## config.mk

```make
export PLATFORM = sky130hd
export DESIGN_NAME = touch_softbutton_area_fsm
export DESIGN_NICKNAME = d
export VERILOG_FILES = /design/src/hw/rtl/tsba_pkg.sv /design/src/hw/rtl/tsba_front.sv /design/src/hw/rtl/tsba_queue.sv /design/src/hw/rtl/tsba_back.sv /design/src/hw/rtl/touch_softbutton_area_fsm.sv
export SDC_FILE = /design/constraint.sdc
export NUM_CORES = 1
export LEC_CHECK = 0
export BUFFER_PORTS_ARGS = -buffer_cell sky130_fd_sc_hd__buf_2
export CORE_MARGIN = 2
export CORE_UTILIZATION = 26
export DETAILED_ROUTE_END_ITERATION = 10
export SLEW_MARGIN = 0
export SYNTH_ARGS = -nofsm -noshare
export SYNTH_HDL_FRONTEND = slang
export SYNTH_SLANG_ARGS = --single-unit
```

## constraint.sdc

```tcl
create_clock -name clk -period 4.3 [get_ports clk]
set_input_delay 0.215 -clock clk [delete_from_list [all_inputs] [get_ports clk]]
set_output_delay 0.215 -clock clk [all_outputs]
set_load 0.02 [all_outputs]
```

## src/hw/rtl/tsba_pkg.sv

```systemverilog
// package: shared widths, codes and types for the touch soft-button area block
`timescale 1ns / 1ps

package tsba_pkg;

    localparam int COORD_W   = 16;
    localparam int SLOT_W    = 3;
    localparam int STATE_W   = 3;
    localparam int AREA_W    = 3;
    localparam int EV_W      = 4;
    localparam int TIMER_W   = 9;
    localparam int MASK_W    = 8;
    localparam int CFG_IDX_W = 3;

    localparam int DEF_MAX_TOUCHES         = 8;
    localparam int DEF_ENTER_TIMEOUT_TICKS = 100;
    localparam int DEF_LEAVE_TIMEOUT_TICKS = 300;

    localparam int QUEUE_DEPTH = 2;

    localparam logic [STATE_W-1:0] ST_NONE          = 3'd0;
    localparam logic [STATE_W-1:0] ST_AREA          = 3'd1;
    localparam logic [STATE_W-1:0] ST_BOTTOM        = 3'd2;
    localparam logic [STATE_W-1:0] ST_TOP           = 3'd3;
    localparam logic [STATE_W-1:0] ST_TOP_NEW       = 3'd4;
    localparam logic [STATE_W-1:0] ST_TOP_TO_IGNORE = 3'd5;
    localparam logic [STATE_W-1:0] ST_IGNORE        = 3'd6;

    localparam logic [AREA_W-1:0] AREA_NONE = 3'd0;
    localparam logic [AREA_W-1:0] AREA_MAIN = 3'd6;

    localparam logic [EV_W-1:0] EV_NONE    = 4'd0;
    localparam logic [EV_W-1:0] EV_BOT_R   = 4'd1;
    localparam logic [EV_W-1:0] EV_BOT_L   = 4'd2;
    localparam logic [EV_W-1:0] EV_TOP_R   = 4'd3;
    localparam logic [EV_W-1:0] EV_TOP_M   = 4'd4;
    localparam logic [EV_W-1:0] EV_TOP_L   = 4'd5;
    localparam logic [EV_W-1:0] EV_MAIN    = 4'd6;
    localparam logic [EV_W-1:0] EV_UP      = 4'd7;
    localparam logic [EV_W-1:0] EV_PRESS   = 4'd8;
    localparam logic [EV_W-1:0] EV_RELEASE = 4'd9;
    localparam logic [EV_W-1:0] EV_TIMEOUT = 4'd10;

    typedef struct packed {
        logic              tick;
        logic [SLOT_W-1:0] slot;
        logic [EV_W-1:0]   ev;
    } entry_t;

endpackage

```

## src/hw/rtl/tsba_front.sv

```systemverilog
// front end: configuration registers, input beat acceptance and area classification
`timescale 1ns / 1ps

module tsba_front
    import tsba_pkg::*;
(
    input  logic                       clk,
    input  logic                       rst_n,
    input  logic                       cfg_we,
    input  logic [CFG_IDX_W-1:0]       cfg_index,
    input  logic [COORD_W-1:0]         cfg_wdata,
    input  logic                       in_valid,
    output logic                       in_ready,
    input  logic [2:0]                 op,
    input  logic [SLOT_W-1:0]          touch_slot,
    input  logic signed [COORD_W-1:0]  pos_x,
    input  logic signed [COORD_W-1:0]  pos_y,
    input  logic                       q_full,
    output logic                       q_push,
    output entry_t                     q_entry
);

    localparam logic [CFG_IDX_W-1:0] REG_BOTTOM_AREA_TOP    = 3'd0;
    localparam logic [CFG_IDX_W-1:0] REG_BOTTOM_RIGHT_SPLIT = 3'd1;
    localparam logic [CFG_IDX_W-1:0] REG_TOP_AREA_BOTTOM    = 3'd2;
    localparam logic [CFG_IDX_W-1:0] REG_TOP_RIGHT_SPLIT    = 3'd3;
    localparam logic [CFG_IDX_W-1:0] REG_TOP_LEFT_SPLIT     = 3'd4;
    localparam logic [CFG_IDX_W-1:0] REG_BOTTOM_AREA_ENABLE = 3'd5;
    localparam logic [CFG_IDX_W-1:0] REG_TOP_AREA_ENABLE    = 3'd6;

    localparam logic [2:0] OP_POS     = 3'd0;
    localparam logic [2:0] OP_UP      = 3'd1;
    localparam logic [2:0] OP_PRESS   = 3'd2;
    localparam logic [2:0] OP_RELEASE = 3'd3;
    localparam logic [2:0] OP_TICK    = 3'd4;

    logic signed [COORD_W-1:0] bottom_area_top_reg;
    logic signed [COORD_W-1:0] bottom_right_split_reg;
    logic signed [COORD_W-1:0] top_area_bottom_reg;
    logic signed [COORD_W-1:0] top_right_split_reg;
    logic signed [COORD_W-1:0] top_left_split_reg;
    logic                      bottom_area_enable_reg;
    logic                      top_area_enable_reg;

    logic            in_bottom;
    logic            in_top;
    logic [EV_W-1:0] area_ev;

    always_ff @(posedge clk or negedge rst_n)
    begin
        if (!rst_n)
        begin
            bottom_area_top_reg    <= '0;
            bottom_right_split_reg <= '0;
            top_area_bottom_reg    <= '0;
            top_right_split_reg    <= '0;
            top_left_split_reg     <= '0;
            bottom_area_enable_reg <= 1'b1;
            top_area_enable_reg    <= 1'b0;
        end
        else if (cfg_we)
        begin
            case (cfg_index)
                REG_BOTTOM_AREA_TOP:    bottom_area_top_reg    <= cfg_wdata;
                REG_BOTTOM_RIGHT_SPLIT: bottom_right_split_reg <= cfg_wdata;
                REG_TOP_AREA_BOTTOM:    top_area_bottom_reg    <= cfg_wdata;
                REG_TOP_RIGHT_SPLIT:    top_right_split_reg    <= cfg_wdata;
                REG_TOP_LEFT_SPLIT:     top_left_split_reg     <= cfg_wdata;
                REG_BOTTOM_AREA_ENABLE: bottom_area_enable_reg <= cfg_wdata[0];
                REG_TOP_AREA_ENABLE:    top_area_enable_reg    <= cfg_wdata[0];
                default: ;
            endcase
        end
    end

    // priority: bottom strip first, then top strip, else main area
    always_comb
    begin
        in_bottom = bottom_area_enable_reg && (pos_y >= bottom_area_top_reg);
        in_top    = top_area_enable_reg && (pos_y <= top_area_bottom_reg);
        if (in_bottom && (pos_x > bottom_right_split_reg))
            area_ev = EV_BOT_R;
        else if (in_bottom)
            area_ev = EV_BOT_L;
        else if (in_top && (pos_x > top_right_split_reg))
            area_ev = EV_TOP_R;
        else if (in_top && (pos_x >= top_left_split_reg))
            area_ev = EV_TOP_M;
        else if (in_top)
            area_ev = EV_TOP_L;
        else
            area_ev = EV_MAIN;
    end

    always_comb
    begin
        q_entry.tick = 1'b0;
        q_entry.slot = touch_slot;
        case (op)
            OP_POS:     q_entry.ev = area_ev;
            OP_UP:      q_entry.ev = EV_UP;
            OP_PRESS:   q_entry.ev = EV_PRESS;
            OP_RELEASE: q_entry.ev = EV_RELEASE;
            OP_TICK:
            begin
                q_entry.ev   = EV_NONE;
                q_entry.tick = 1'b1;
            end
            default:    q_entry.ev = EV_NONE;
        endcase
    end

    assign in_ready = !q_full;
    assign q_push   = in_valid && !q_full;

endmodule

```

## src/hw/rtl/tsba_queue.sv

```systemverilog
// short event queue between the classifier and the slot state machines
`timescale 1ns / 1ps

module tsba_queue
    import tsba_pkg::*;
(
    input  logic   clk,
    input  logic   rst_n,
    input  logic   push,
    input  entry_t push_entry,
    output logic   full,
    input  logic   pop,
    output logic   nonempty,
    output entry_t head
);

    localparam int PTR_W = (QUEUE_DEPTH > 1) ? $clog2(QUEUE_DEPTH) : 1;
    localparam int CNT_W = $clog2(QUEUE_DEPTH + 1);

    entry_t             mem [QUEUE_DEPTH];
    logic [PTR_W-1:0]   wr_ptr_reg;
    logic [PTR_W-1:0]   wr_ptr_next;
    logic [PTR_W-1:0]   rd_ptr_reg;
    logic [PTR_W-1:0]   rd_ptr_next;
    logic [CNT_W-1:0]   count_reg;
    logic [CNT_W-1:0]   count_next;

    always_comb
    begin
        wr_ptr_next = wr_ptr_reg;
        rd_ptr_next = rd_ptr_reg;
        count_next  = count_reg;
        if (push)
            wr_ptr_next = (wr_ptr_reg == PTR_W'(QUEUE_DEPTH - 1)) ? '0 : wr_ptr_reg + 1'b1;
        if (pop)
            rd_ptr_next = (rd_ptr_reg == PTR_W'(QUEUE_DEPTH - 1)) ? '0 : rd_ptr_reg + 1'b1;
        if (push && !pop)
            count_next = count_reg + 1'b1;
        else if (pop && !push)
            count_next = count_reg - 1'b1;
    end

    always_ff @(posedge clk or negedge rst_n)
    begin
        if (!rst_n)
        begin
            wr_ptr_reg <= '0;
            rd_ptr_reg <= '0;
            count_reg  <= '0;
        end
        else
        begin
            wr_ptr_reg <= wr_ptr_next;
            rd_ptr_reg <= rd_ptr_next;
            count_reg  <= count_next;
        end
    end

    always_ff @(posedge clk)
    begin
        if (push)
            mem[wr_ptr_reg] <= push_entry;
    end

    assign full     = (count_reg == CNT_W'(QUEUE_DEPTH));
    assign nonempty = (count_reg != '0);
    assign head     = mem[rd_ptr_reg];

endmodule

```

## src/hw/rtl/tsba_back.sv

```systemverilog
// back end: per-slot state machines, timers and the output register
`timescale 1ns / 1ps

module tsba_back
    import tsba_pkg::*;
#(
    parameter int MAX_TOUCHES         = DEF_MAX_TOUCHES,
    parameter int ENTER_TIMEOUT_TICKS = DEF_ENTER_TIMEOUT_TICKS,
    parameter int LEAVE_TIMEOUT_TICKS = DEF_LEAVE_TIMEOUT_TICKS
)
(
    input  logic                clk,
    input  logic                rst_n,
    input  logic                q_nonempty,
    input  entry_t              q_head,
    output logic                q_pop,
    output logic                out_valid,
    input  logic                out_ready,
    output logic [SLOT_W-1:0]   out_slot,
    output logic [STATE_W-1:0]  slot_state,
    output logic [AREA_W-1:0]   button_area,
    output logic                in_main_area,
    output logic                state_changed,
    output logic [MASK_W-1:0]   timeout_mask
);

    localparam int IDX_W = (MAX_TOUCHES > 1) ? $clog2(MAX_TOUCHES) : 1;

    typedef struct packed {
        logic               enter;
        logic [STATE_W-1:0] st;
        logic [AREA_W-1:0]  area;
    } step_t;

    function automatic step_t fsm_step(input logic [STATE_W-1:0] st,
                                       input logic [AREA_W-1:0]  held,
                                       input logic [EV_W-1:0]    ev);
        step_t r;
        logic  is_bot;
        logic  is_top;
        logic  is_main;
        logic  same;
        is_bot  = ev inside {EV_BOT_R, EV_BOT_L};
        is_top  = ev inside {EV_TOP_R, EV_TOP_M, EV_TOP_L};
        is_main = (ev == EV_MAIN);
        same    = (ev == {1'b0, held});
        r.enter = 1'b0;
        r.st    = st;
        if (ev == EV_UP)
        begin
            r.enter = 1'b1;
            r.st    = ST_NONE;
        end
        else
        begin
            case (st)
                ST_NONE:
                begin
                    if (is_bot)
                    begin
                        r.enter = 1'b1;
                        r.st    = ST_BOTTOM;
                    end
                    else if (is_top)
                    begin
                        r.enter = 1'b1;
                        r.st    = ST_TOP_NEW;
                    end
                    else if (is_main)
                    begin
                        r.enter = 1'b1;
                        r.st    = ST_AREA;
                    end
                end
                ST_BOTTOM:
                begin
                    if (is_bot)
                    begin
                        r.enter = !same;
                    end
                    else if (is_top || is_main)
                    begin
                        r.enter = 1'b1;
                        r.st    = ST_AREA;
                    end
                end
                ST_TOP:
                begin
                    if (is_bot || is_main)
                    begin
                        r.enter = 1'b1;
                        r.st    = ST_TOP_TO_IGNORE;
                    end
                    else if (is_top && !same)
                    begin
                        r.enter = 1'b1;
                        r.st    = ST_TOP_NEW;
                    end
                end
                ST_TOP_NEW:
                begin
                    if (is_bot || is_main)
                    begin
                        r.enter = 1'b1;
                        r.st    = ST_AREA;
                    end
                    else if (is_top)
                    begin
                        r.enter = !same;
                    end
                    else if (ev == EV_PRESS || ev == EV_TIMEOUT)
                    begin
                        r.enter = 1'b1;
                        r.st    = ST_TOP;
                    end
                end
                ST_TOP_TO_IGNORE:
                begin
                    if (is_top)
                    begin
                        r.enter = 1'b1;
                        r.st    = same ? ST_TOP : ST_TOP_NEW;
                    end
                    else if (ev == EV_TIMEOUT)
                    begin
                        r.enter = 1'b1;
                        r.st    = ST_IGNORE;
                    end
                end
                default: ;
            endcase
        end
        case (r.st)
            ST_NONE:    r.area = AREA_NONE;
            ST_AREA:    r.area = AREA_MAIN;
            ST_BOTTOM:  r.area = ev[AREA_W-1:0];
            ST_TOP_NEW: r.area = ev[AREA_W-1:0];
            ST_IGNORE:  r.area = AREA_NONE;
            default:    r.area = held;
        endcase
        return r;
    endfunction

    logic [STATE_W-1:0] st_reg    [MAX_TOUCHES];
    logic [STATE_W-1:0] st_next   [MAX_TOUCHES];
    logic [AREA_W-1:0]  area_reg  [MAX_TOUCHES];
    logic [AREA_W-1:0]  area_next [MAX_TOUCHES];
    logic [TIMER_W-1:0] timer_reg [MAX_TOUCHES];
    logic [TIMER_W-1:0] timer_next[MAX_TOUCHES];
    step_t              step      [MAX_TOUCHES];
    logic [MAX_TOUCHES-1:0] expired;

    logic               out_valid_reg;
    logic [SLOT_W-1:0]  out_slot_reg;
    logic [STATE_W-1:0] slot_state_reg;
    logic [AREA_W-1:0]  button_area_reg;
    logic               in_main_area_reg;
    logic               state_changed_reg;
    logic [MASK_W-1:0]  timeout_mask_reg;

    logic               slot_ok;
    logic [IDX_W-1:0]   idx;
    logic [STATE_W-1:0] rep_st;
    logic [AREA_W-1:0]  rep_area;
    logic               rep_changed;

    assign q_pop   = q_nonempty && (!out_valid_reg || out_ready);
    assign slot_ok = (int'(q_head.slot) < MAX_TOUCHES);
    assign idx     = IDX_W'(q_head.slot);

    always_comb
    begin
        for (int i = 0; i < MAX_TOUCHES; i++)
        begin
            expired[i] = q_head.tick && (timer_reg[i] == TIMER_W'(1));
            step[i]    = fsm_step(st_reg[i], area_reg[i],
                                  q_head.tick ? EV_TIMEOUT : q_head.ev);
            st_next[i]    = st_reg[i];
            area_next[i]  = area_reg[i];
            timer_next[i] = timer_reg[i];
            if (q_head.tick && (timer_reg[i] != '0))
                timer_next[i] = timer_reg[i] - 1'b1;
            if ((q_head.tick ? expired[i] : (slot_ok && (idx == IDX_W'(i))))
                && step[i].enter)
            begin
                st_next[i]   = step[i].st;
                area_next[i] = step[i].area;
                if (step[i].st == ST_TOP_NEW)
                    timer_next[i] = TIMER_W'(ENTER_TIMEOUT_TICKS);
                else if (step[i].st == ST_TOP_TO_IGNORE)
                    timer_next[i] = TIMER_W'(LEAVE_TIMEOUT_TICKS);
                else
                    timer_next[i] = '0;
            end
        end
    end

    always_comb
    begin
        rep_st      = slot_ok ? st_next[idx] : ST_NONE;
        rep_area    = slot_ok ? area_next[idx] : AREA_NONE;
        rep_changed = slot_ok && (st_next[idx] != st_reg[idx]);
    end

    always_ff @(posedge clk or negedge rst_n)
    begin
        if (!rst_n)
        begin
            for (int i = 0; i < MAX_TOUCHES; i++)
            begin
                st_reg[i]    <= ST_NONE;
                area_reg[i]  <= AREA_NONE;
                timer_reg[i] <= '0;
            end
            out_valid_reg <= 1'b0;
        end
        else
        begin
            if (q_pop)
            begin
                for (int i = 0; i < MAX_TOUCHES; i++)
                begin
                    st_reg[i]    <= st_next[i];
                    area_reg[i]  <= area_next[i];
                    timer_reg[i] <= timer_next[i];
                end
                out_valid_reg <= 1'b1;
            end
            else if (out_ready)
            begin
                out_valid_reg <= 1'b0;
            end
        end
    end

    always_ff @(posedge clk)
    begin
        if (q_pop)
        begin
            out_slot_reg      <= q_head.slot;
            slot_state_reg    <= rep_st;
            button_area_reg   <= rep_area;
            in_main_area_reg  <= (rep_st == ST_AREA);
            state_changed_reg <= rep_changed;
            timeout_mask_reg  <= MASK_W'(expired);
        end
    end

    assign out_valid     = out_valid_reg;
    assign out_slot      = out_slot_reg;
    assign slot_state    = slot_state_reg;
    assign button_area   = button_area_reg;
    assign in_main_area  = in_main_area_reg;
    assign state_changed = state_changed_reg;
    assign timeout_mask  = timeout_mask_reg;

endmodule

```

## src/hw/rtl/touch_softbutton_area_fsm.sv

```systemverilog
// top level: touch soft-button area state machines, one per touch slot
//
// input channel (in_valid/in_ready): one beat is an op with a touch slot and
// a position; position beats are classified into bottom, top or main areas.
// output channel (out_valid/out_ready): exactly one result beat per input beat,
// in order, giving the reported slot's state, held area and the tick's
// timeout mask.
// configuration: cfg_we writes cfg_wdata into register cfg_index at once;
// write only while no beat is in flight.
// flow: a beat accepted at one clock edge is classified into the queue at
// that edge, and its result enters the output register when the back end
// pops it from the queue.
// throughput: one beat per cycle while out_ready stays high, as one
// combinational slot update evaluates all slot machines and timers in parallel.
// stall: the output register holds its beat while out_ready is low; the
// two-entry queue absorbs in-flight beats, and in_ready drops when it fills.
// reset: every slot goes to none with no area and an idle timer; the edge
// registers clear to 0, bottom strip enabled, top strip disabled.
`timescale 1ns / 1ps

module touch_softbutton_area_fsm
    import tsba_pkg::*;
#(
    parameter int MAX_TOUCHES         = DEF_MAX_TOUCHES,
    parameter int ENTER_TIMEOUT_TICKS = DEF_ENTER_TIMEOUT_TICKS,
    parameter int LEAVE_TIMEOUT_TICKS = DEF_LEAVE_TIMEOUT_TICKS
)
(
    input  logic                       clk,
    input  logic                       rst_n,
    input  logic                       cfg_we,
    input  logic [CFG_IDX_W-1:0]       cfg_index,
    input  logic [COORD_W-1:0]         cfg_wdata,
    input  logic                       in_valid,
    output logic                       in_ready,
    input  logic [2:0]                 op,
    input  logic [SLOT_W-1:0]          touch_slot,
    input  logic signed [COORD_W-1:0]  pos_x,
    input  logic signed [COORD_W-1:0]  pos_y,
    output logic                       out_valid,
    input  logic                       out_ready,
    output logic [SLOT_W-1:0]          out_slot,
    output logic [STATE_W-1:0]         slot_state,
    output logic [AREA_W-1:0]          button_area,
    output logic                       in_main_area,
    output logic                       state_changed,
    output logic [MASK_W-1:0]          timeout_mask
);

    logic   q_full;
    logic   q_push;
    logic   q_pop;
    logic   q_nonempty;
    entry_t q_in;
    entry_t q_head;

    tsba_front u_front (
        .clk        (clk),
        .rst_n      (rst_n),
        .cfg_we     (cfg_we),
        .cfg_index  (cfg_index),
        .cfg_wdata  (cfg_wdata),
        .in_valid   (in_valid),
        .in_ready   (in_ready),
        .op         (op),
        .touch_slot (touch_slot),
        .pos_x      (pos_x),
        .pos_y      (pos_y),
        .q_full     (q_full),
        .q_push     (q_push),
        .q_entry    (q_in)
    );

    tsba_queue u_queue (
        .clk        (clk),
        .rst_n      (rst_n),
        .push       (q_push),
        .push_entry (q_in),
        .full       (q_full),
        .pop        (q_pop),
        .nonempty   (q_nonempty),
        .head       (q_head)
    );

    tsba_back #(
        .MAX_TOUCHES         (MAX_TOUCHES),
        .ENTER_TIMEOUT_TICKS (ENTER_TIMEOUT_TICKS),
        .LEAVE_TIMEOUT_TICKS (LEAVE_TIMEOUT_TICKS)
    ) u_back (
        .clk           (clk),
        .rst_n         (rst_n),
        .q_nonempty    (q_nonempty),
        .q_head        (q_head),
        .q_pop         (q_pop),
        .out_valid     (out_valid),
        .out_ready     (out_ready),
        .out_slot      (out_slot),
        .slot_state    (slot_state),
        .button_area   (button_area),
        .in_main_area  (in_main_area),
        .state_changed (state_changed),
        .timeout_mask  (timeout_mask)
    );

`ifndef SYNTHESIS
    a_main_flag: assert property (@(posedge clk) disable iff (!rst_n)
        out_valid |-> (in_main_area == (slot_state == ST_AREA)))
        else $error("in_main_area disagrees with slot_state");

    a_area_main: assert property (@(posedge clk) disable iff (!rst_n)
        (out_valid && slot_state == ST_AREA) |-> (button_area == AREA_MAIN))
        else $error("area state without main area");

    a_none_area: assert property (@(posedge clk) disable iff (!rst_n)
        (out_valid && (slot_state == ST_NONE || slot_state == ST_IGNORE))
        |-> (button_area == AREA_NONE))
        else $error("none or ignore state holds an area");

    a_pop_stall: assert property (@(posedge clk) disable iff (!rst_n)
        (out_valid && !out_ready) |-> !q_pop)
        else $error("queue popped while output beat stalled");
`endif

endmodule

```

== Word level (Yosys, flattened, before mapping) ==
Memory sizes are Yosys's and may differ from the RTL's.
Cells that the tools add are included.
Storage, ports and cells
  output and inout port bits: 21
  input port bits: 62
  bits in writable memories: 16
  logic and storage cells: 531
  memories kept: 1
  flip-flop bits (word level): 226
Memories
  u_queue.mem: depth 2, width 8, rd ports 1, clocked after Yosys merged registers in 0, write ports 1, line tsba_queue.sv:20  | entry_t mem [QUEUE_DEPTH];
Operators by class
  order comparisons: 6
  equal/unequal tests: 117
  reductions and logical operators: 128
  add/sub/neg operators: 12
  bitwise logic cells: 1
  multiplexer cells: 225
Operators by type and width (count)
  4-bit two-way mux: 93
  9-bit two-way mux: 32
  4-bit case mux with 5 select lines: 8
  3-bit equality test (second input constant): 48
  3-bit two-way mux: 46
  3-bit by 2-bit equality test with 1-bit output (second input constant): 30
  9-bit by 1-bit equality test with 1-bit output (second input constant): 8
  3-bit case mux with 3 select lines: 8
  9-bit nonzero test: 8
  9-bit by 1-bit subtractor with 9-bit output (second input constant): 8
  3-bit logical NOT: 19
  1-bit logical AND: 41
  3-bit by 1-bit equality test with 1-bit output (second input constant): 12
  4-bit by 3-bit equality test with 1-bit output: 8
  16-bit >= comparator: 2
  16-bit > comparator: 2
  2-bit OR reduction: 16
  1-bit two-way mux: 31
  2-bit AND reduction: 15
  3-bit binary-select mux with 3-bit select: 3
  2-bit nonzero test: 12
  4-bit by 3-bit equality test with 1-bit output (second input constant): 4
  16-bit <= comparator: 1
  4-bit case mux with 4 select lines: 1
  14 further kinds: 33

== Depth between registers and ports, before layout ==
Gate-level depths: netlist (run 1).
An unclocked memory read counts as a cell.
  word-level depth: 16
  depth in mapped cells: 17
  mapped depth without buffers: 13

== Hierarchy ==
From an unflattened synthesis (run 1), not the netlist that was laid out.
Unflattened totals
  cells, all modules: 2009
  area total of the unflattened synthesis: 17190.2 µm²
By module, submodules not included
  tsba_back: cells an instance 1423, instances 1, seq. area each 3598.5 µm², area an instance 11314.6 µm²
  tsba_front: cells an instance 545, instances 1, seq. area each 2053.2 µm², area an instance 5102.4 µm²
  tsba_queue: cells an instance 41, instances 1, seq. area each 580.6 µm², area an instance 773.2 µm²

== Worst setup path before layout (run 1) ==
No wires, ideal clock.
  path kind: register to register
  start: register u_queue.rd_ptr_reg
  end: register u_back.state_changed_reg, in the netlist u_back.state_changed (data pin)
  arrival: 3.343 ns
  stages on the path, launching flop included: 16
  clock period less this slack: 3.606 ns
  path buffers: 4
  setup slack: 0.694 ns
  setup time: 0.263 ns
  required time: 4.037 ns
  cells stage by stage: dfrtp_1 buf_6 buf_6 buf_6 buf_6 mux2i_4 xor2_1 o2111ai_2 and2_1 o311a_1 o32ai_4 mux2i_1 o221ai_1 o32ai_2 xnor2_1 nand3_1
Between the ends
  word-level cells in the longest chain between the ends: 15
  elaborated cells between the ends (all ways): 224
  those cells by class: eq/ne (25); mux (159); bitwise (1); reduce/logical (38); memory (1)
RTL lines
  start, declared: line tsba_queue.sv:23  | logic [PTR_W-1:0] rd_ptr_reg;
  start signal, assigned: line tsba_queue.sv:54  | rd_ptr_reg <= rd_ptr_next;
  memory read 2 x 8 bit *
  4-bit two-way mux: line tsba_back.sv:177  | q_head.tick ? EV_TIMEOUT : q_head.ev);
  4-bit by 2-bit equality test with 1-bit output, or another cell as far along: line tsba_back.sv:44  | is_top = ev inside {EV_TOP_R, EV_TOP_M, EV_TOP_L};
  3-bit nonzero test, or another cell as far along: line tsba_back.sv:44
  1-bit logical AND, or another cell as far along: line tsba_back.sv:94  | else if (is_top && !same)
  4-bit two-way mux, or another cell as far along: line tsba_back.sv:94
  4-bit two-way mux, or another cell as far along: line tsba_back.sv:89  | if (is_bot || is_main)
  4-bit case mux with 5 select lines: line tsba_back.sv:56  | case (st)
  4-bit two-way mux: line tsba_back.sv:49  | if (ev == EV_UP)
  1-bit logical AND: line tsba_back.sv:184  | && step[i].enter)
  3-bit two-way mux: line tsba_back.sv:183  | if ((q_head.tick ? expired[i] : (slot_ok && (idx == IDX_W'(i))))
  3-bit binary-select mux with 3-bit select: line tsba_back.sv:202  | rep_changed = slot_ok && (st_next[idx] != st_reg[idx]);
  3-bit two-way mux (not written as such) (2 in a row): line tsba_back.sv:202
  3-bit inequality test *: line tsba_back.sv:202
  net u_back.rep_changed: line tsba_back.sv:165  | logic rep_changed;
  end signal, assigned: line tsba_back.sv:244  | state_changed_reg <= rep_changed;
  end, declared: line tsba_back.sv:158  | logic state_changed_reg;
Mark *: on every way through the listed nets, which the timed path passes. The rest lies on a longest branch. The select of a mux whose other input is x is not followed.
A chain may end at the register's enable or synchronous reset.

== Final worst setup path (run 1) ==
  start: register u_queue.rd_ptr_reg
  end: register u_back.in_main_area_reg, in the netlist u_back.in_main_area (data pin)
Between the ends
  word-level cells in the longest chain between the ends: 15
  elaborated cells between the ends (all ways): 221
  those cells by class: eq/ne (25); mux (156); bitwise (1); reduce/logical (38); memory (1)
RTL lines
  memory read 2 x 8 bit *
  4-bit two-way mux: line tsba_back.sv:177
  4-bit by 2-bit equality test with 1-bit output, or another cell as far along: line tsba_back.sv:44
  3-bit nonzero test, or another cell as far along: line tsba_back.sv:44
  1-bit logical AND, or another cell as far along: line tsba_back.sv:94
  4-bit two-way mux, or another cell as far along: line tsba_back.sv:94
  4-bit two-way mux, or another cell as far along: line tsba_back.sv:89
  4-bit case mux with 5 select lines: line tsba_back.sv:56
  4-bit two-way mux: line tsba_back.sv:49
  1-bit logical AND: line tsba_back.sv:184
  3-bit two-way mux: line tsba_back.sv:183
  3-bit binary-select mux with 3-bit select *: line tsba_back.sv:200  | rep_st = slot_ok ? st_next[idx] : ST_NONE;
  3-bit two-way mux (not written as such) * (2 in a row): line tsba_back.sv:200
  3-bit by 1-bit equality test with 1-bit output *: line tsba_back.sv:243  | in_main_area_reg <= (rep_st == ST_AREA);
  end signal, assigned: line tsba_back.sv:243
  end, declared: line tsba_back.sv:157  | logic in_main_area_reg;
Mark *: on every way between the ends. The rest lies on a longest branch, timed or not. The select of a mux whose other input is x is not followed.

==> run summary, run 1 <==
The run finished with clean final reports. The area of the die was 68,790 µm². The average size of a mapped cell came out at 8.599 µm². CTS placed an instance of clkbuf_16 at the clock tree root. The headroom to the max-slew limit was 0.2791; the clock-pin slew of the registers on the worst-case setup and hold paths was 60 ps. For this run, the post-layout net count is 2,328. For this run, design rule violations remaining after detail routing come to 0. In this run, distinct cell masters in the synthesized netlist total 114. Summing every instance area after synthesis gives 17,340 µm². In this run the core area contains 94 standard-cell rows. The share of synthesized registers carrying an async set or reset was 0.8554; the cell area power density was 657.3 nW/µm². The starting DRC count in detailed routing is 1,684, and the wire length of the first global-routing pass is 91.41 mm.

The post-route fraction of the period consumed by the critical path is 0.9653, and the count of yosys warnings during synthesis is 0. The critical path goes through buf_4 -> or3_1 -> o21ai_2 -> nor3_2 -> nor2_1 -> buf_4 -> a21oi_1 -> o41a_1 -> mux2_2 -> o2111ai_1 -> o22ai_1 -> buf_4 -> and3_1. At the later pin of the worst-skew pair, clock insertion delay measures 590 ps.

Setup repair after global routing left no endpoint under its margin. Synthesis handed over a netlist of 2,017 instances. For the pin with the worst max-slew slack, the measured transition is 1076 ps.

CTS saw 242 sinks. Nature of the critical path endpoint: a flip-flop. The congestion estimate from routability-driven global placement came to 1.005. The tools report the first-pass detailed-route iteration total as 6. The worst clock skew was 11.81 ps. The top cell types in the final layout, fill and taps aside, are nand2_1, dfrtp_1, nor2_1. The initial antenna violation count is 15, and the number of nets with antenna violations after routing is 0.

The sum of routed wire length over all layers was 58.48 mm. The fill cell total of the finished layout is 6,968, and the number of flip-flops under the largest register name is 72. The end-of-flow core utilization is 0.3127, and the area of the core is 65,860 µm².

Counting cells, the worst reg-to-reg path comes to 13. The share of the synthesized area in the top cell type is 0.2972. Summed over all cells, the static leakage comes to 8.546 nW. Most repeated library cell on the critical path: buf_4.

For this design, the slowest cell found on the critical path is o41a_1. The largest total area in the synthesized netlist belongs to dfrtp_1. The classification of the worst-slack hold path is in2reg. The initial core utilization is 0.2633.

The sequential element share of the synthesized area is 0.3593, and the final routed wire length divided by cell count is 19.12 µm. In this run the worst path has a maximum fanout of 17. The maximum buffer depth of the clock tree came out at 3.

Yosys attributes the largest share of cell area to dfrtp_1, ha_1, edfxtp_1. The finished cells cover 20,600 µm². The pin count of the biggest net entering global routing came out at 105. 83 I/O pins were placed. VDD sags by at most 0.3503 mV.

The worst setup path is of the reg2reg kind. The logs give 1 for the number of H-tree levels and 4490 ps for the worst path arrival time. TritonCTS built the clock tree. At the worst endpoint, the required time is 4640 ps. Area added between synthesis and finish: 18.76%. Number of synthesized register bits: 242. Measured along the x axis, the die boundary spans 262.3 µm. Static timing analysis puts the maximum clock frequency at 240.9 MHz. Leaving out fill and tap cells, the most frequent cell in the layout is nand2_1. The logs give 0 for the final number of max-transition violations and 0 for the setup violation total in the final timing report. Summing over every cut layer, the via total after detailed routing is 16.43k.

The prevailing post-synth register cell was dfrtp_1. In the routed layout, each cell is associated on average with a via count of 5.371. The number of buffers and inverters on the critical path is 3. For this run, the slowest stage of the critical path takes 520 ps. Max-cap violations in this run came to 0. Fraction of final layout cells sized beyond drive strength 1: 0.1560. In this run the vertical extent of the chip is 262.3 µm. For the via count of the first global-routing pass, the log shows 15.75k. The estimated wirelength of the detail-placed design was 43.92 mm. Counting I/O delays and the setup requirement, the final critical path takes 4151 ps.

The number of stages on the worst hold path came out at 3. The cell family contributing the most delay on the critical path is compound AO/OA/AOI/OAI gates. The global-route usage over all layers is 0.1648, and the number of synthesized flops with an enable pin is 35. During placement, the flow inserted port buffers numbering 82.

The number of clock buffers inserted by TritonCTS was 29. Post-placement cell area: 19,320 µm². The synthesized net count came out at 2,176.

Summed over all failing endpoints, the final setup total negative slack is 0 ps. Counting buffers and inverters, the worst setup path is 13 cells deep. The startpoint kind of the worst setup timing path is a flip-flop. The count of final hold-check violations is 0. The tools report the remaining global-route overflow as 0.
[cell families after synthesis]
group / Yosys count / share of synthesized area
and+or+nand+nor: 700 / 0.1962
DFF: 242 / 0.3593
xor gates and xnor gates: 54 / 0.02727
adders and majority gates: 97 / 0.06998
AOI/OAI and AO/OA: 631 / 0.2533
buffers and inverters: 234 / 0.05475
muxes: 59 / 0.03917
[tightest hold or removal path, delay by kind of cell]
family | cells | cell delay, ps
AO/OA/AOI/OAI | 1 | 80
buffers and inverters | 2 | 190
[report_power, final]
part           leakage, nW  total, mW  internal (mW)  switching [mW]
Sequential            2.90       3.96           3.12           0.844
Clock                0.474       2.53           1.50            1.03
Combinational         5.17       7.05           2.71            4.34
[final timing paths]
check                      slack, ps                              from                                        endpoint
max in group asynchronous       2960                             rst_n  u_front.bottom_right_split_reg[11]$_DFFE_PN0P_
min                               70                             op[0]                     u_queue.mem[0][2]$_DFFE_PP_
max reg2reg                      150    u_queue.rd_ptr_reg$_DFFE_PN0P_                   u_back.in_main_area$_DFFE_PP_
min in group asynchronous        230                             rst_n                u_back.timer_reg[54]$_DFFE_PN0P_
max                              150    u_queue.rd_ptr_reg$_DFFE_PN0P_                   u_back.in_main_area$_DFFE_PP_
min reg2reg                      490  u_back.timer_reg[44]$_DFFE_PN0P_                u_back.timer_reg[44]$_DFFE_PN0P_
[cell type report]
class	instances	area [µm²]	share of cell area
well taps	864	1081	0.05248
clock inverters	7	88.84	0.004313
clock buffers	47	874.6	0.04246
flip-flops and latches	242	6232	0.3026
diodes	2	5.005	0.0002430
repair buffers	216	1539	0.07471
multi-input cells	1541	10260	0.4979
inverters	139	521.8	0.02533
[metal layers]
layer	GRT usage	share of wire	routed length, µm	vias to the layer above
met2	0.2512	0.43	25030	749
met5	0	0.0025	149	-
met1	0.2207	0.43	25130	7732
met3	0.04318	0.096	5616	182
li1	-	-	-	7739
met4	0.06772	0.044	2555	24
[cell usage after synthesis, types with 7 or more instances]
master,n
a31oi_1,25
xor2_1,9
o21ai_0,154
nor4_1,22
inv_1,133
o32ai_1,7
o211ai_1,22
buf_2,17
mux2i_1,19
o211a_1,7
ha_1,97
and3_1,11
nand2b_1,15
nand2_1,221
a32o_1,7
o21a_1,30
o31ai_1,23
nor2b_1,23
or2_2,8
nand3_1,37
a21oi_1,124
dfrtp_1,206
a311oi_1,15
a221oi_1,8
a211oi_1,26
a32oi_1,7
o22a_1,16
o22ai_1,12
mux2_2,35
or3_1,30
clkbuf_1,70
a21o_1,30
nor3_1,49
nor2_1,182
edfxtp_1,35
and2_1,15
xnor2_1,45
nand4_1,27
o221ai_1,7
[metrics by stage]
step	total power, mW	worst slack [ps]	hold WS [ps]	instances
after detailed placement	10.79	123.5	325.9	2977
final	13.54	149.2	72.34	3058
after global routing	14.39	9.231	73.55	3058
after CTS	13.40	130.5	43.55	3056
after global placement	10.77	189.7	313.6	2977
after floorplan	8.278	694.4	-80.59	2017
[what timing repair did]
action | CTS | global route
gates resized for setup | 0 | 11
endpoints found under the hold margin | 194 | 0
hold buffers | 25 | 0
setup buffers | 0 | 0
endpoints found under the setup margin | 0 | 7
No activity file was read; power rests on OpenSTA's default activity.
==> inputs of run 2 (changes only) <==
Settings changed: MAX_ROUTING_LAYER from default to met4.
==> run summary, run 2 (synthesis gave the netlist of run 1 again) <==
The worst setup path is of the reg2reg kind. The initial core utilization was 0.2633. Setup repair after global routing left no endpoint under its margin. The tools report the floorplan row count as 94.

The nature of the critical path endpoint is a flip-flop. Logic gate share of total power: 0.513. At the pin with the least slew margin, the transition time is 1094 ps. Dividing the detail-routed via count by the number of cells gives 5.319. For the headroom to the max-slew limit, the log shows 0.2671.

The number of flip-flops under the largest register name is 72. Clock-pin slew was measured on the worst setup and hold paths at 70 ps. Detailed placement finished with a half-perimeter wire length of 44.17 mm. The share of total power in the clock network is 0.203, and the hold slack is 47.76 ps. For the global placement routability congestion, the log shows 1.035. The number of H-tree levels is 1.

The finished cells cover 20,770 µm². The number of instances in the placed design was 2,984. Global-route usage over all layers: 0.1706. The run finished with clean final reports. The pin count of the biggest net entering global routing is 101, and the post-route fraction of the period consumed by the critical path is 0.9632. The end-of-flow core utilization was 0.3154; the insertion delay of the later-clocked pin in the worst-skew pair was 580 ps. The pre-antenna-repair detailed-routing pass consisted of 6 iterations. For the final number of max-transition violations, the log shows 0. The logs give 0 for the number of maximum-capacitance violations and 0 for the number of nets with antenna violations after routing. The most common library cell in the layout ignoring fill and taps is nand2_1. Data on the critical path is required at its endpoint by 4630 ps. Among cell families on the critical path, the largest total delay comes from simple AND/OR/NAND/NOR gates. TritonCTS built the clock tree. The final layout contains 2,334 nets. For this run, the slowest stage of the critical path takes 570 ps. The power spent charging and discharging nets was 6.268 mW; the via count of the first global-routing pass was 15.64k. The die extent in y works out to 262.3 µm. The aggregate negative setup slack is 0 ps. Startpoint of the worst-slack reg-to-reg timing path: u_queue.rd_ptr_reg$_DFFE_PN0P_. Buffers placed on the I/O ports in this run total 82.

From synthesis to final layout, the design area changed by 19.77%. From left edge to right edge, the die measures 262.3 µm. The classification of the worst-slack hold path is in2reg.

Once the clock tree was built, the setup fixing pass inserted 0 buffers. The run gives 83 as the number of top-level design ports. The logs give 0 for the setup violation total in the final timing report and 68,790 µm² for the area of the die. The tools report the residual DRC count as 0. The count of final hold-check violations came out at 0.

The maximum VDD drop is 0.3652 mV, and the final routed wire length divided by cell count is 19.05 µm. Once routing completed, OpenROAD measured the worst setup slack at 158.2 ps. The post-layout instance count excluding filler cells is 3,077. The cell area power density is 668.4 nW/µm², and the sequential fraction of design power is 0.284. Leaving out fill and tap cells, the most frequent cells in the layout are nand2_1, dfrtp_1, nor2_1. The worst hold path begins at cfg_wdata[0]. The shortest period the worst path allows is 4142 ps.

The largest driver fanout on the critical path is 22. Fraction of final layout cells sized beyond drive strength 1: 0.1620. For this block, the routed nets add up to 58.61 mm of wire.

The first global-routing pass estimated 91.80 mm of wire. Across the routed clock network, the largest skew measured is 11.07 ps. The analysis attributes to cell leakage a power of 8.629 nW. The cell internal power dissipation is 7.616 mW. The slowest stage of the critical path belongs to the cell or4bb_1.

The tools report the critical path launch point as u_queue.rd_ptr_reg$_DFFE_PN0P_. For this design, the sink count on the clock tree is 242. Startpoint kind of the worst setup timing path: a flip-flop. After the first detailed-routing iteration, the DRC count stood at 1,651.

For this run, the top clock speed supported by timing is 241.4 MHz. Counting both buffers and inverters, the worst setup path holds a total of 2. Overall via count from detail_route: 16.37k.

The initial antenna violation count is 15. Summed over all layers, the global routing overflow is 0. The critical path goes through buf_12 -> or4bb_1 -> a22o_1 -> nand2_2 -> buf_4 -> nor2_1 -> a221o_1 -> or2_2 -> nand4_1 -> o31ai_1 -> o32ai_2 -> xnor2_1 -> nand3_1. The clock passes through at most 3 buffers. Switching fraction of total power: 0.4515.

Prior to clock tree synthesis, the placed netlist has a worst setup slack of 180.5 ps. In this run the cell area measured after placement is 19,370 µm². Overall power consumption after layout is estimated at 13.88 mW. The floorplan step defined a core boundary enclosing 65,860 µm².

TritonCTS created 29 clock buffers. Data on the critical path arrives at its endpoint at 4470 ps. CTS placed an instance of clkbuf_16 at the clock tree root.
## run 2: changes by cell type in the layout (fill, tap and decap cells not counted), moves of 2 or more
| cell | before | now |
|---|---|---|
| clkinv_4 | 0 | 2 |
| bufinv_16 | 2 | 7 |
| clkinvlp_4 | 0 | 2 |
| clkbuf_8 | 6 | 4 |
| buf_4 | 105 | 112 |
| diode_2 | 2 | 15 |
| clkbuf_1 | 11 | 2 |
## run 2: path summary, 6_finish.rpt
kind	endpoint	slack, ps	depth (start not counted)
worst min register to register	u_queue.wr_ptr_reg$_DFFE_PN0P_	500	1
max in group asynchronous	u_front.bottom_area_enable_reg$_DFFE_PN1P_	2890	3
worst max-delay path	u_back.state_changed$_DFFE_PP_	160	13
min in group asynchronous	u_back.timer_reg[59]$_DFFE_PN0P_	260	2
worst max register to register	u_back.state_changed$_DFFE_PP_	160	13
worst min-delay path	u_front.top_left_split_reg[0]$_DFFE_PN0P_	50	2
## run 2: worst reg2reg max path, cell delays in order (launching register included)
cell	delay, ps
dfrtp_1	410
buf_12	170
or4bb_1	570
a22o_1	350
nand2_2	200
buf_4	280
nor2_1	170
a221o_1	450
or2_2	340
nand4_1	110
o31ai_1	140
o32ai_2	440
xnor2_1	170
nand3_1	90
## run 2: power groups by stage
stage	clock network [mW]	logic, mW	registers (mW)
floorplan	0	4.59	3.69
global placement	0	6.90	3.95
detailed placement	0	6.90	3.94
CTS	2.90	6.94	3.91
global route	2.99	7.69	4.04
finish	2.82	7.12	3.94
## run 2: final cells by class
type | instances | area, µm²
clock inverter | 18 | 282.8
tap | 864 | 1081
inverter | 139 | 521.8
timing repair buffer | 222 | 1582
sequential | 242 | 6232
clock buffer | 36 | 813.3
multi-input combinational | 1541 | 10220
antenna | 15 | 37.54
fill | 6956 | 45090
## run 2: repair_timing
item                       4_1_cts  5_1_grt
hold buffers                    24        0
setup endpoints to repair        0        7
hold endpoints to repair       185        0
gates resized for setup          0        6
## run 2: per-layer routing
metal | GRT usage | wire [µm] | vias up | share of wire
met1 | 0.2298 | 25790 | 7690 | 0.44
met4 | 0.05144 | 1928 | 0 | 0.033
met2 | 0.2575 | 25660 | 768 | 0.44
li1 | - | - | 7776 | -
met3 | 0.03360 | 5232 | 133 | 0.089
met5 | - | 0 | - | 0
